===== config.mk =====
export PLATFORM = sky130hd
export DESIGN_NAME = tlv_field_extractor
export DESIGN_NICKNAME = d
export VERILOG_FILES = /design/src/hw/rtl/tlv_fe_pkg.sv /design/src/hw/rtl/tlv_fe_walker.sv /design/src/hw/rtl/tlv_fe_outq.sv /design/src/hw/rtl/tlv_field_extractor.sv
export SDC_FILE = /design/constraint.sdc
export NUM_CORES = 1
export LEC_CHECK = 0
export ABC_CLOCK_PERIOD_IN_PS = 7350
export BUFFER_PORTS_ARGS = -buffer_cell sky130_fd_sc_hd__buf_4
export CAP_MARGIN = 20
export CORE_MARGIN = 2
export CORE_UTILIZATION = 56
export DETAILED_ROUTE_END_ITERATION = 10
export PLACE_DENSITY = 0.71
export SLEW_MARGIN = 10
export SYNTH_ARGS = -nofsm -noshare
export SYNTH_HDL_FRONTEND = slang
export SYNTH_SLANG_ARGS = --single-unit

===== constraint.sdc =====
create_clock -name clk_i -period 7.35 [get_ports clk_i]
set_input_delay 0.3675 -clock clk_i [delete_from_list [all_inputs] [get_ports clk_i]]
set_output_delay 0.3675 -clock clk_i [all_outputs]
set_load 0.02 [all_outputs]

===== src/hw/rtl/tlv_fe_pkg.sv =====
// ----------------------------------------------------------------------------
// TLV field extractor package
// Shared types, codes and constants of the TLV field extractor.
// ----------------------------------------------------------------------------
package tlv_fe_pkg;

  // Default number of value bytes gathered into the integer.
  localparam int unsigned IntBytesDefault = 8;
  // Width of the integer result.
  localparam int unsigned IntW = 64;
  // Output queue depth; two free entries are needed to take a transfer.
  localparam int unsigned QueueDepth = 4;
  // Configuration port widths.
  localparam int unsigned CfgAddrW = 1;
  localparam int unsigned CfgDataW = 16;
  // Output tdata width: 92 payload bits padded to whole bytes.
  localparam int unsigned OutDataW = 96;

  typedef enum logic [CfgAddrW-1:0] {
    CFG_TARGET_TAG = 1'b0,
    CFG_VALUE_MODE = 1'b1
  } cfg_idx_e;

  typedef enum logic [1:0] {
    PH_HEADER = 2'd0,
    PH_SKIP   = 2'd1,
    PH_VALUE  = 2'd2,
    PH_DONE   = 2'd3
  } phase_e;

  typedef enum logic [2:0] {
    ST_FOUND     = 3'd0,
    ST_NOT_FOUND = 3'd1,
    ST_SHORT     = 3'd2,
    ST_TRUNCATED = 3'd3,
    ST_OVERRUN   = 3'd4
  } status_e;

  typedef enum logic {
    KIND_VALUE   = 1'b0,
    KIND_SUMMARY = 1'b1
  } kind_e;

  // One result item.
  typedef struct packed {
    kind_e              record_kind;
    logic [7:0]         value_byte;
    status_e            status;
    logic [15:0]        value_length;
    logic signed [IntW-1:0] value_int;
    logic               value_valid;
  } result_t;

  // Results produced by one accepted input transfer, in delivery order.
  typedef struct packed {
    logic    byte_vld;
    logic    sum_vld;
    result_t byte_res;
    result_t sum_res;
  } push_t;

endpackage


===== src/hw/rtl/tlv_fe_walker.sv =====
// ----------------------------------------------------------------------------
// TLV field extractor record walker
// Holds the header, skip and value state of the record chain and forms the
// value-byte and summary results of each accepted byte.
// ----------------------------------------------------------------------------
module tlv_fe_walker #(
  parameter int unsigned IntBytes = tlv_fe_pkg::IntBytesDefault
) (
  input  logic                clk_i,
  input  logic                rst_ni,
  input  logic                accept_i,
  input  logic [7:0]          data_byte_i,
  input  logic                last_byte_i,
  input  logic [15:0]         target_tag_i,
  input  logic                value_mode_i,
  output tlv_fe_pkg::push_t   push_o
);

  localparam int unsigned TakenW = $clog2(IntBytes + 1);
  localparam int unsigned IntW   = tlv_fe_pkg::IntW;

  tlv_fe_pkg::phase_e phase_q, phase_d;
  logic [23:0]        hdr_shift_q, hdr_shift_d;
  logic [1:0]         hdr_count_q, hdr_count_d;
  logic [15:0]        bytes_left_q, bytes_left_d;
  logic               found_q, found_d;
  logic [15:0]        mlen_q, mlen_d;
  logic [IntW-1:0]    acc_q, acc_d;
  logic [TakenW-1:0]  taken_q, taken_d;
  logic [2:0]         short_q, short_d;

  logic [15:0]        hdr_tag;
  logic [15:0]        hdr_len;
  tlv_fe_pkg::status_e sum_status;

  // Sign-extend the gathered integer from its byte count; a full word stays.
  function automatic logic [IntW-1:0] sign_ext(logic [IntW-1:0] v,
                                               logic [TakenW-1:0] n);
    logic [IntW-1:0] res;
    res = v;
    for (int k = 1; k < 8; k++) begin
      if (int'(n) == k) begin
        for (int i = 0; i < IntW; i++) begin
          if (i >= k * 8) begin
            res[i] = v[k*8-1];
          end else begin
            res[i] = v[i];
          end
        end
      end
    end
    return res;
  endfunction

  assign hdr_tag = hdr_shift_q[23:8];
  assign hdr_len = {hdr_shift_q[7:0], data_byte_i};

  // Next state and results of the byte at the input.
  always_comb begin
    phase_d      = phase_q;
    hdr_shift_d  = hdr_shift_q;
    hdr_count_d  = hdr_count_q;
    bytes_left_d = bytes_left_q;
    found_d      = found_q;
    mlen_d       = mlen_q;
    acc_d        = acc_q;
    taken_d      = taken_q;
    sum_status   = tlv_fe_pkg::ST_NOT_FOUND;
    push_o       = '0;

    // Buffer length counter saturates once a full header fits.
    short_d = (short_q < 3'd4) ? short_q + 3'd1 : short_q;

    case (phase_q)
      tlv_fe_pkg::PH_HEADER: begin
        if (hdr_count_q != 2'd3) begin
          hdr_shift_d = {hdr_shift_q[15:0], data_byte_i};
          hdr_count_d = hdr_count_q + 2'd1;
        end else begin
          hdr_shift_d  = '0;
          hdr_count_d  = '0;
          bytes_left_d = hdr_len;
          if (hdr_tag == target_tag_i) begin
            found_d = 1'b1;
            mlen_d  = hdr_len;
            phase_d = (hdr_len != 16'd0) ? tlv_fe_pkg::PH_VALUE : tlv_fe_pkg::PH_DONE;
          end else begin
            phase_d = (hdr_len != 16'd0) ? tlv_fe_pkg::PH_SKIP : tlv_fe_pkg::PH_HEADER;
          end
        end
      end
      tlv_fe_pkg::PH_SKIP: begin
        bytes_left_d = bytes_left_q - 16'd1;
        if (bytes_left_d == 16'd0) begin
          phase_d = tlv_fe_pkg::PH_HEADER;
        end
      end
      tlv_fe_pkg::PH_VALUE: begin
        if (taken_q < TakenW'(IntBytes)) begin
          acc_d   = {acc_q[IntW-9:0], data_byte_i};
          taken_d = taken_q + TakenW'(1);
        end
        if (!value_mode_i) begin
          push_o.byte_vld                 = accept_i;
          push_o.byte_res.record_kind     = tlv_fe_pkg::KIND_VALUE;
          push_o.byte_res.value_byte      = data_byte_i;
          push_o.byte_res.status          = tlv_fe_pkg::ST_FOUND;
          push_o.byte_res.value_length    = mlen_q;
        end
        bytes_left_d = bytes_left_q - 16'd1;
        if (bytes_left_d == 16'd0) begin
          phase_d = tlv_fe_pkg::PH_DONE;
        end
      end
      default: begin
      end
    endcase

    // End-of-buffer summary, then a fresh walk.
    if (last_byte_i) begin
      if (short_d < 3'd4) begin
        sum_status = tlv_fe_pkg::ST_SHORT;
      end else if (found_d) begin
        sum_status = (phase_d == tlv_fe_pkg::PH_VALUE) ? tlv_fe_pkg::ST_TRUNCATED
                                                       : tlv_fe_pkg::ST_FOUND;
      end else if (phase_d == tlv_fe_pkg::PH_SKIP) begin
        sum_status = tlv_fe_pkg::ST_OVERRUN;
      end else begin
        sum_status = tlv_fe_pkg::ST_NOT_FOUND;
      end

      push_o.sum_vld              = accept_i;
      push_o.sum_res.record_kind  = tlv_fe_pkg::KIND_SUMMARY;
      push_o.sum_res.value_byte   = '0;
      push_o.sum_res.status       = sum_status;
      push_o.sum_res.value_length = found_d ? mlen_d : 16'd0;
      if (sum_status == tlv_fe_pkg::ST_FOUND && value_mode_i && taken_d != '0) begin
        push_o.sum_res.value_int   = sign_ext(acc_d, taken_d);
        push_o.sum_res.value_valid = 1'b1;
      end

      phase_d      = tlv_fe_pkg::PH_HEADER;
      hdr_shift_d  = '0;
      hdr_count_d  = '0;
      bytes_left_d = '0;
      found_d      = 1'b0;
      mlen_d       = '0;
      acc_d        = '0;
      taken_d      = '0;
      short_d      = '0;
    end
  end

  // Walk state advances on each accepted transfer.
  always_ff @(posedge clk_i or negedge rst_ni) begin
    if (!rst_ni) begin
      phase_q      <= tlv_fe_pkg::PH_HEADER;
      hdr_shift_q  <= '0;
      hdr_count_q  <= '0;
      bytes_left_q <= '0;
      found_q      <= 1'b0;
      mlen_q       <= '0;
      acc_q        <= '0;
      taken_q      <= '0;
      short_q      <= '0;
    end else if (accept_i) begin
      phase_q      <= phase_d;
      hdr_shift_q  <= hdr_shift_d;
      hdr_count_q  <= hdr_count_d;
      bytes_left_q <= bytes_left_d;
      found_q      <= found_d;
      mlen_q       <= mlen_d;
      acc_q        <= acc_d;
      taken_q      <= taken_d;
      short_q      <= short_d;
    end
  end

endmodule


===== src/hw/rtl/tlv_fe_outq.sv =====
// ----------------------------------------------------------------------------
// TLV field extractor result queue
// Small register queue that takes up to two results per cycle and hands
// out one per output transfer.
// ----------------------------------------------------------------------------
module tlv_fe_outq (
  input  logic                clk_i,
  input  logic                rst_ni,
  input  tlv_fe_pkg::push_t   push_i,
  input  logic                pop_i,
  output tlv_fe_pkg::result_t head_o,
  output logic                valid_o,
  output logic                ready_o
);

  localparam int unsigned Depth = tlv_fe_pkg::QueueDepth;
  localparam int unsigned PtrW  = $clog2(Depth);
  localparam int unsigned CntW  = $clog2(Depth + 1);

  tlv_fe_pkg::result_t mem_q [Depth];
  logic [PtrW-1:0]     wr_ptr_q, wr_ptr_d;
  logic [PtrW-1:0]     rd_ptr_q, rd_ptr_d;
  logic [CntW-1:0]     count_q, count_d;
  logic [PtrW-1:0]     sum_ptr;
  logic [CntW-1:0]     n_push;

  // The summary lands behind the value byte when both arrive together.
  assign sum_ptr = wr_ptr_q + PtrW'(push_i.byte_vld);
  assign n_push  = CntW'(push_i.byte_vld) + CntW'(push_i.sum_vld);

  assign wr_ptr_d = wr_ptr_q + PtrW'(n_push);
  assign rd_ptr_d = rd_ptr_q + PtrW'(pop_i);
  assign count_d  = count_q + n_push - CntW'(pop_i);

  assign head_o  = mem_q[rd_ptr_q];
  assign valid_o = (count_q != '0);
  assign ready_o = (count_q <= CntW'(Depth - 2));

  // Result storage.
  always_ff @(posedge clk_i) begin
    if (push_i.byte_vld) begin
      mem_q[wr_ptr_q] <= push_i.byte_res;
    end
    if (push_i.sum_vld) begin
      mem_q[sum_ptr] <= push_i.sum_res;
    end
  end

  // Pointers and fill count.
  always_ff @(posedge clk_i or negedge rst_ni) begin
    if (!rst_ni) begin
      wr_ptr_q <= '0;
      rd_ptr_q <= '0;
      count_q  <= '0;
    end else begin
      wr_ptr_q <= wr_ptr_d;
      rd_ptr_q <= rd_ptr_d;
      count_q  <= count_d;
    end
  end

endmodule


===== src/hw/rtl/tlv_field_extractor.sv =====
// ----------------------------------------------------------------------------
// TLV field extractor: one byte per cycle while the queue has room; results are registered.
// The walk state updates in the accepting cycle; a 4-entry queue buffers results.
// A last byte with a value byte makes two results; input stalls only on queue space.
// Reset (async, low) clears the walk and both registers to zero and empties the queue.
// ----------------------------------------------------------------------------
module tlv_field_extractor #(
  parameter int unsigned IntBytes = tlv_fe_pkg::IntBytesDefault
) (
  input  logic                              clk_i,
  input  logic                              rst_ni,
  // Configuration write port.
  input  logic                              cfg_we_i,
  input  logic [tlv_fe_pkg::CfgAddrW-1:0]   cfg_addr_i,
  input  logic [tlv_fe_pkg::CfgDataW-1:0]   cfg_wdata_i,
  // Input byte stream.
  input  logic                              s_axis_tvalid,
  output logic                              s_axis_tready,
  input  logic [7:0]                        s_axis_tdata,  // [7:0] data_byte
  input  logic                              s_axis_tlast,  // last_byte
  // Result stream.
  output logic                              m_axis_tvalid,
  input  logic                              m_axis_tready,
  // [7:0] value_byte, [10:8] status, [26:11] value_length,
  // [90:27] value_int, [91] value_valid, [95:92] zero
  output logic [tlv_fe_pkg::OutDataW-1:0]   m_axis_tdata,
  output logic                              m_axis_tuser   // record_kind
);

  logic [15:0]         target_tag_q;
  logic                value_mode_q;
  logic                in_accept;
  logic                out_pop;
  tlv_fe_pkg::push_t   push;
  tlv_fe_pkg::result_t head;

  // Configuration registers.
  always_ff @(posedge clk_i or negedge rst_ni) begin
    if (!rst_ni) begin
      target_tag_q <= '0;
      value_mode_q <= 1'b0;
    end else if (cfg_we_i) begin
      case (tlv_fe_pkg::cfg_idx_e'(cfg_addr_i))
        tlv_fe_pkg::CFG_TARGET_TAG: target_tag_q <= cfg_wdata_i[15:0];
        tlv_fe_pkg::CFG_VALUE_MODE: value_mode_q <= cfg_wdata_i[0];
        default: begin
        end
      endcase
    end
  end

  assign in_accept = s_axis_tvalid && s_axis_tready;
  assign out_pop   = m_axis_tvalid && m_axis_tready;

  tlv_fe_walker #(
    .IntBytes(IntBytes)
  ) u_walker (
    .clk_i       (clk_i),
    .rst_ni      (rst_ni),
    .accept_i    (in_accept),
    .data_byte_i (s_axis_tdata),
    .last_byte_i (s_axis_tlast),
    .target_tag_i(target_tag_q),
    .value_mode_i(value_mode_q),
    .push_o      (push)
  );

  tlv_fe_outq u_outq (
    .clk_i  (clk_i),
    .rst_ni (rst_ni),
    .push_i (push),
    .pop_i  (out_pop),
    .head_o (head),
    .valid_o(m_axis_tvalid),
    .ready_o(s_axis_tready)
  );

  // Pack the head result onto the output bus.
  assign m_axis_tdata = {4'b0000, head.value_valid, head.value_int, head.value_length,
                         head.status, head.value_byte};
  assign m_axis_tuser = head.record_kind;

endmodule


==> run_results.csv, run 1 <==
group,metric,value,unit
yosys,synth_ff_type,"edfxtp_1",
clock_network,holdBufCountCts,17,
sta,drv_slew,0,
layout,synthToLayoutAreaGrowth,12.1,%
route,vias,18200,
yosys,synth_edf_count,340,
yosys,netlist_top_cells_area,"edfxtp_1 (40%), dfrtp_1 (15%), mux4_2 (8.2%), nand2_1 (5.3%), nor2_1 (4.0%)",
yosys,ys_types,75,
global_route,grt_pass1_vias,18000,
worst_setup_path,crit_family,"simple AND/OR/NAND/NOR gates",
sta,finalClockSkew,22.5,ps
sta,setup_tns,0,ps
worst_setup_path,critical_path_class,"register to register",
layout,mostFrequentLayoutCell,"nand2_1",
yosys,async_flop_share,0.295,
clock_network,cts_sinks,528,
sta,tightest_slew,1140,ps
yosys,synth-seq-area-share,0.581,
worst_setup_path,cp_common_cell,"buf_4",
global_route,antenna_found_initial,0,
worst_setup_path,path_buf_inv,3,
sta,setup_viol,0,
yosys,synth_top_area_frac,0.402,
clock_network,cts_buffers,54,
global_route,grt_overflow_total,0,
hold_path,hold_end,"value_mode_q",
layout,final_nets,2338,
global_route,grt_usage,0.274,
power_and_ir_drop,p_leak,11.0,nW
sta,rsz0062_at_grt,"false",
worst_setup_path,start_kind,"register",
yosys,yosys_register_bits,528,
die,die_h,217,um
place,port_buffers,125,
layout,layout_common_cells,"nand2_1 (357), edfxtp_1 (340), nor2_1 (269)",
worst_setup_path,r2r_cells,11,
power_and_ir_drop,power_density,353,nW/um2
clock_network,cts-root-buf,"clkbuf_16",
sta,max_freq,0.209,GHz
route,ant_nets,0,
die,core,45100,um2
worst_setup_path,path_depth,11,
worst_setup_path,end_kind,"register",
clock_network,cts_max_path_buffers,3,
job,maxCapViolCount,0,
die,ioPinCount,130,
route,avgViaCountPerCell,6.21,
run_status,outcome,"finished clean",
clock_network,clkTransAtPathRegs,60,ps
hold_path,hold_depth,3,
clock_network,ctsResizeCount,0,
route,dr.first_iter.drc_count,1899,
hold_path,hold_path_class,"input port to register",
die,row_count,78,
layout,final_area,28500,um2
sta,layout_min_cycle_time,4790,ps
power_and_ir_drop,vdd_drop_max,0.254,mV
clock_network,ctsHtreeMaxLevel,2,
worst_setup_path,crit_fanout,32,
yosys,syn_area_per_cell,11.4,um2
worst_setup_path,r2r_slack,2560,ps
die,fp.dieW,217,um
sta,report.final.hold_viol_count,0,
route,drc,0,
clock_network,clk_latency,620,ps
worst_setup_path,cp_slowest_cell,"nor3b_1",
worst_setup_path,r2r-end,"u_outq.mem_q[0][50]",
yosys,ys_warn_count,0,
global_route,grt_pass1_wl,100,mm
die,dieArea,47100,um2
worst_setup_path,worstPathRequired,7800,ps
worst_setup_path,reg2reg_from,"u_walker.phase_q[0]",
route,dr.pass1.iters,6,
place,placed_area,26600,um2
yosys,yosysTopAreaCell,"edfxtp_1",
clock_network,postCtsSetupRepairBufs,0,
place,place_hpwl,39.1,mm
worst_setup_path,path_cells,"inv_1 -> ha_1 -> nand2b_2 -> buf_4 -> nor3_1 -> o211ai_1 -> o31a_1 -> buf_4 -> nor3b_1 -> o21ai_0 -> nor2_1",
sta,post-route-period-util,0.652,
worst_setup_path,startpoint,"u_walker.phase_q[0]",
hold_path,min_from,"cfg_we_i",
die,initial_core_util,0.563,
global_route,grt_start_max_net_pins,103,
place,routabilityCongestion,0.902,
route,wl_per_cell,21.9,um
sta,slew_headroom,0.235,
yosys,synth_cells,2238,
worst_setup_path,crit_path_max_incr_delay,710,ps
layout,drive_gt1_frac,0.167,
clock_network,cts_tree,"done",
route,wl,64.1,mm
worst_setup_path,worstPathArrival,5240,ps
yosys,syn-cell-area,25400,um2
layout,antenna_cells,0,
==> worst max path at each step <==
stage / endpoint / slack, ps
final: u_outq.mem_q[0][50] / 2560
after global routing: u_outq.mem_q[3][50] / 2140
after CTS: u_outq.mem_q[0][64] / 2590
after detailed placement: u_outq.mem_q[0][71] / 2650
after floorplan: u_outq.mem_q[3][0] / 2460
after global placement: u_outq.mem_q[0][72] / 2760
==> power breakdown <==
group	switching, W	internal [W]	total, W
logic	0.00209	0.00143	0.00353
clock network	0.00114	0.00144	0.00258
registers	0.000428	0.00352	0.00394
total	0.00366	0.00639	0.0101
==> state kept, by name, indices dropped and copies added (netlist names) <==
register               cells
target_tag_q              16
u_outq.count_q             3
u_outq.mem_q             372
u_outq.rd_ptr_q            2
u_outq.wr_ptr_q            2
u_walker.acc_q            64
u_walker.bytes_left_q     16
u_walker.found_q           1
u_walker.hdr_count_q       2
u_walker.hdr_shift_q      24
u_walker.mlen_q           16
u_walker.phase_q           2
u_walker.short_q           3
u_walker.taken_q           4
value_mode_q               1
==> cell families after synthesis <==
| logic type | share of synthesized area |
|---|---|
| AO/OA/AOI/OAI | 0.122 |
| buffers and inverters | 0.0372 |
| flip-flops | 0.581 |
| adder cells (fa/ha/maj) | 0.00916 |
| multiplexers | 0.103 |
| XOR/XNOR | 0.0103 |
| other | 0.000148 |
| AND/OR/NAND/NOR | 0.138 |
==> stage by stage <==
stage                     hold slack [ps]  std cells   util  power, W  setup WS [ps]
final                                98.4       2930  0.631    0.0101           2560
after global routing                  105       2930  0.631    0.0105           2140
after CTS                            74.9       2928  0.630    0.0101           2590
after detailed placement              469       2814  0.590   0.00751           2650
after global placement                460       2814  0.590   0.00742           2760
after floorplan                      71.9       2241      -   0.00634           2460
==> synthesized netlist by cell type (5+ instances only) <==
cell	count
nand2_1	362
edfxtp_1	340
nor2_1	270
dfrtp_1	156
o21ai_0	145
clkbuf_1	112
mux4_2	93
a21oi_1	91
o22ai_1	58
and3_1	45
nor3_1	44
nand3_1	38
a211oi_1	36
a21boi_0	32
dfxtp_1	32
inv_1	32
mux2i_1	31
a22oi_1	29
buf_2	27
buf_1	26
xor2_1	21
o31ai_1	20
mux2_2	18
ha_1	17
nor4_1	14
or3_1	12
buf_6	9
o22a_1	9
xnor2_1	9
a21o_1	8
a31o_2	8
o221a_2	8
buf_4	7
nor3b_1	7
a31oi_1	6
nand4_1	5
o21ai_1	5
==> area by class of cell <==
class	instances	area (um2)
Timing Repair Buffer	174	1410
Inverter	33	124
Clock inverter	19	110
Sequential cell	528	14800
Clock buffer	78	1530
Multi-Input combinational cell	1498	9790
Fill cell	3515	16600
Tap cell	600	751
==> layer usage <==
layer | wire length [um] | vias up | part of all wire | global-route usage
li1 | - | 8305 | - | -
met3 | 4260 | 132 | 0.066 | 0.0351
met1 | 25600 | 9059 | 0.40 | 0.364
met2 | 32400 | 701 | 0.51 | 0.465
met4 | 1880 | 0 | 0.029 | 0.0995
met5 | 0 | - | 0 | 0
==> tightest hold or removal path, stage by stage <==
cell and delay (ps):
buf_4 110, nand2_1 50, mux2_2 140
Power figures use the tool's default switching activity.
==> inputs of run 2 (changes only) <==
ABC_CLOCK_PERIOD_IN_PS = 4810   (was 7350)
clock period = 4.81 ns   (was 7.35 ns; I/O delays follow)
==> run 2 against run 1 <==
Utilization grew 0.80 points. Largest power group unchanged. Critical endpoint is now u_outq.mem_q[2][59]. First-iteration DRC count shrank 6.6%. Register-to-register slack lost 2000 ps. Fmax grew 14%.
==> run_results.csv, run 2 (synthesized netlist as in run 1, its figures left out) <==
group,metric,value,unit
sta,post-route-period-util,0.876,
worst_setup_path,end_kind,"register",
clock_network,clk_latency,610,ps
worst_setup_path,critical_path_class,"register to register",
job,maxCapViolCount,0,
layout,reg_top3,"u_outq.mem_q: 372 flops, u_walker.acc_q: 64 flops, u_walker.hdr_shift_q: 24 flops",
power_and_ir_drop,p_sw,0.00566,W
power_and_ir_drop,power_density,547,nW/um2
power_and_ir_drop,p_int,0.0101,W
power_and_ir_drop,total_power,0.0158,W
sta,finalClockSkew,19.3,ps
die,initial_core_util,0.563,
worst_setup_path,start_kind,"register",
power_and_ir_drop,comb_power_share,0.342,
clock_network,cts-root-buf,"clkbuf_16",
route,dr.first_iter.drc_count,1774,
layout,regMostFlops,"u_outq.mem_q",
sta,setup_tns,0,ps
sta,max_freq,0.237,GHz
worst_setup_path,startpoint,"u_walker.phase_q[0]",
hold_path,min_from,"s_axis_tdata[1]",
global_route,grt_usage,0.277,
route,ant_nets,0,
worst_setup_path,worstPathArrival,4680,ps
die,core,45100,um2
route,dr.pass1.iters,5,
run_status,outcome,"finished clean",
sta,report.final.hold_viol_count,0,
sta,layout_min_cycle_time,4210,ps
layout,antenna_cells,0,
layout,drive_gt1_frac,0.173,
global_route,grt_pass1_wl,102,mm
place,place_hpwl,39.2,mm
die,fp.dieW,217,um
route,vias,18300,
layout,layout_common_cells,"nand2_1 (357), edfxtp_1 (340), nor2_1 (269)",
layout,mostFrequentLayoutCell,"nand2_1",
clock_network,ctsHtreeMaxLevel,2,
layout,synthToLayoutAreaGrowth,13.5,%
sta,drv_slew,0,
route,drc,0,
global_route,grt_start_max_net_pins,88,
sta,rsz0062_at_grt,"false",
sta,setup_viol,0,
layout,largest_register_ffs,372,
worst_setup_path,worstPathRequired,5280,ps
worst_setup_path,reg2reg_from,"u_walker.phase_q[0]",
power_and_ir_drop,p_leak,11.2,nW
global_route,grt_pass1_vias,18200,
global_route,antenna_found_initial,0,
power_and_ir_drop,switching_share,0.359,
clock_network,clkTransAtPathRegs,60,ps
clock_network,cts_sinks,528,
layout,final_nets,2361,
die,row_count,78,
clock_network,ctsResizeCount,0,
clock_network,cts_max_path_buffers,3,
global_route,grt_overflow_total,0,
route,wl_per_cell,21.9,um
clock_network,cts_buffers,54,
place,port_buffers,125,
die,die_h,217,um
route,wl,64.8,mm
hold_path,hold_path_class,"input port to register",
worst_setup_path,crit_fanout,26,
route,avgViaCountPerCell,6.18,
place,routabilityCongestion,0.883,
die,dieArea,47100,um2
power_and_ir_drop,p_clk_frac,0.271,
sta,tightest_slew,1030,ps
power_and_ir_drop,seqPwrFrac,0.387,
power_and_ir_drop,vdd_drop_max,0.402,mV
clock_network,cts_tree,"done",
die,ioPinCount,130,
sta,slew_headroom,0.307,
## run 2: cell type report
| class | instances | area, um2 |
|---|---|---|
| timing repair buffer | 197 | 1620 |
| clock buffer | 73 | 1440 |
| sequential | 528 | 14800 |
| clock inverter | 29 | 344 |
| tap | 600 | 751 |
| multi-input combinational | 1498 | 9790 |
| inverter | 33 | 124 |
| fill | 3481 | 16300 |
## run 2: critical path, cell delays in order (launching register included)
cell	delay, ps
dfrtp_1	490
inv_1	170
ha_1	440
nor2b_4	670
buf_4	470
mux2i_1	230
nand3_1	130
a21oi_1	100
a21o_1	250
nor3_1	840
and3_1	260
## run 2: final timing paths
| path | endpoint | slack (ps) | cells past startpoint |
|---|---|---|---|
| max in group asynchronous | u_walker.hdr_shift_q[18] | 3490 | 3 |
| min in group asynchronous | u_outq.count_q[2] | 150 | 2 |
| setup / recovery | u_outq.mem_q[2][59] | 600 | 10 |
| setup reg to reg | u_outq.mem_q[2][59] | 600 | 10 |
| hold / removal | u_walker.hdr_shift_q[1] | 30 | 3 |
| hold reg to reg | u_outq.mem_q[1][84] | 490 | 2 |
## run 2: power groups by stage
stage	Clock [W]	Combinational, W	Sequential [W]
CTS	0.00431	0.00542	0.00609
global placement	0	0.00526	0.00615
global route	0.00448	0.00584	0.00618
finish	0.00427	0.00540	0.00610
floorplan	0	0.00391	0.00577
detailed placement	0	0.00536	0.00618
## run 2: through the flow
step	hold WS, ps	worst slack (ps)	instances	utilization	cell area (um2)
6_report	34.7	595	2958	0.639	28800
5_1_grt	38.0	336	2958	0.639	28800
4_1_cts	7.33	670	2958	0.639	28800
3_5_place_dp	248	678	2830	0.594	26800
3_3_place_gp	249	787	2829	0.594	26800
2_1_floorplan	-55.1	128	2241	-	25400
## run 2: repair_timing
item,CTS,global route
hold buffers,26,0
buffers inserted,0,0
endpoints found under the hold margin,75,0
## run 2: layer usage
metal / global-route usage / wire length [um]
met5: 0 / 0
met4: 0.0868 / 1640
met3: 0.0436 / 4340
met2: 0.475 / 32800
met1: 0.364 / 26000
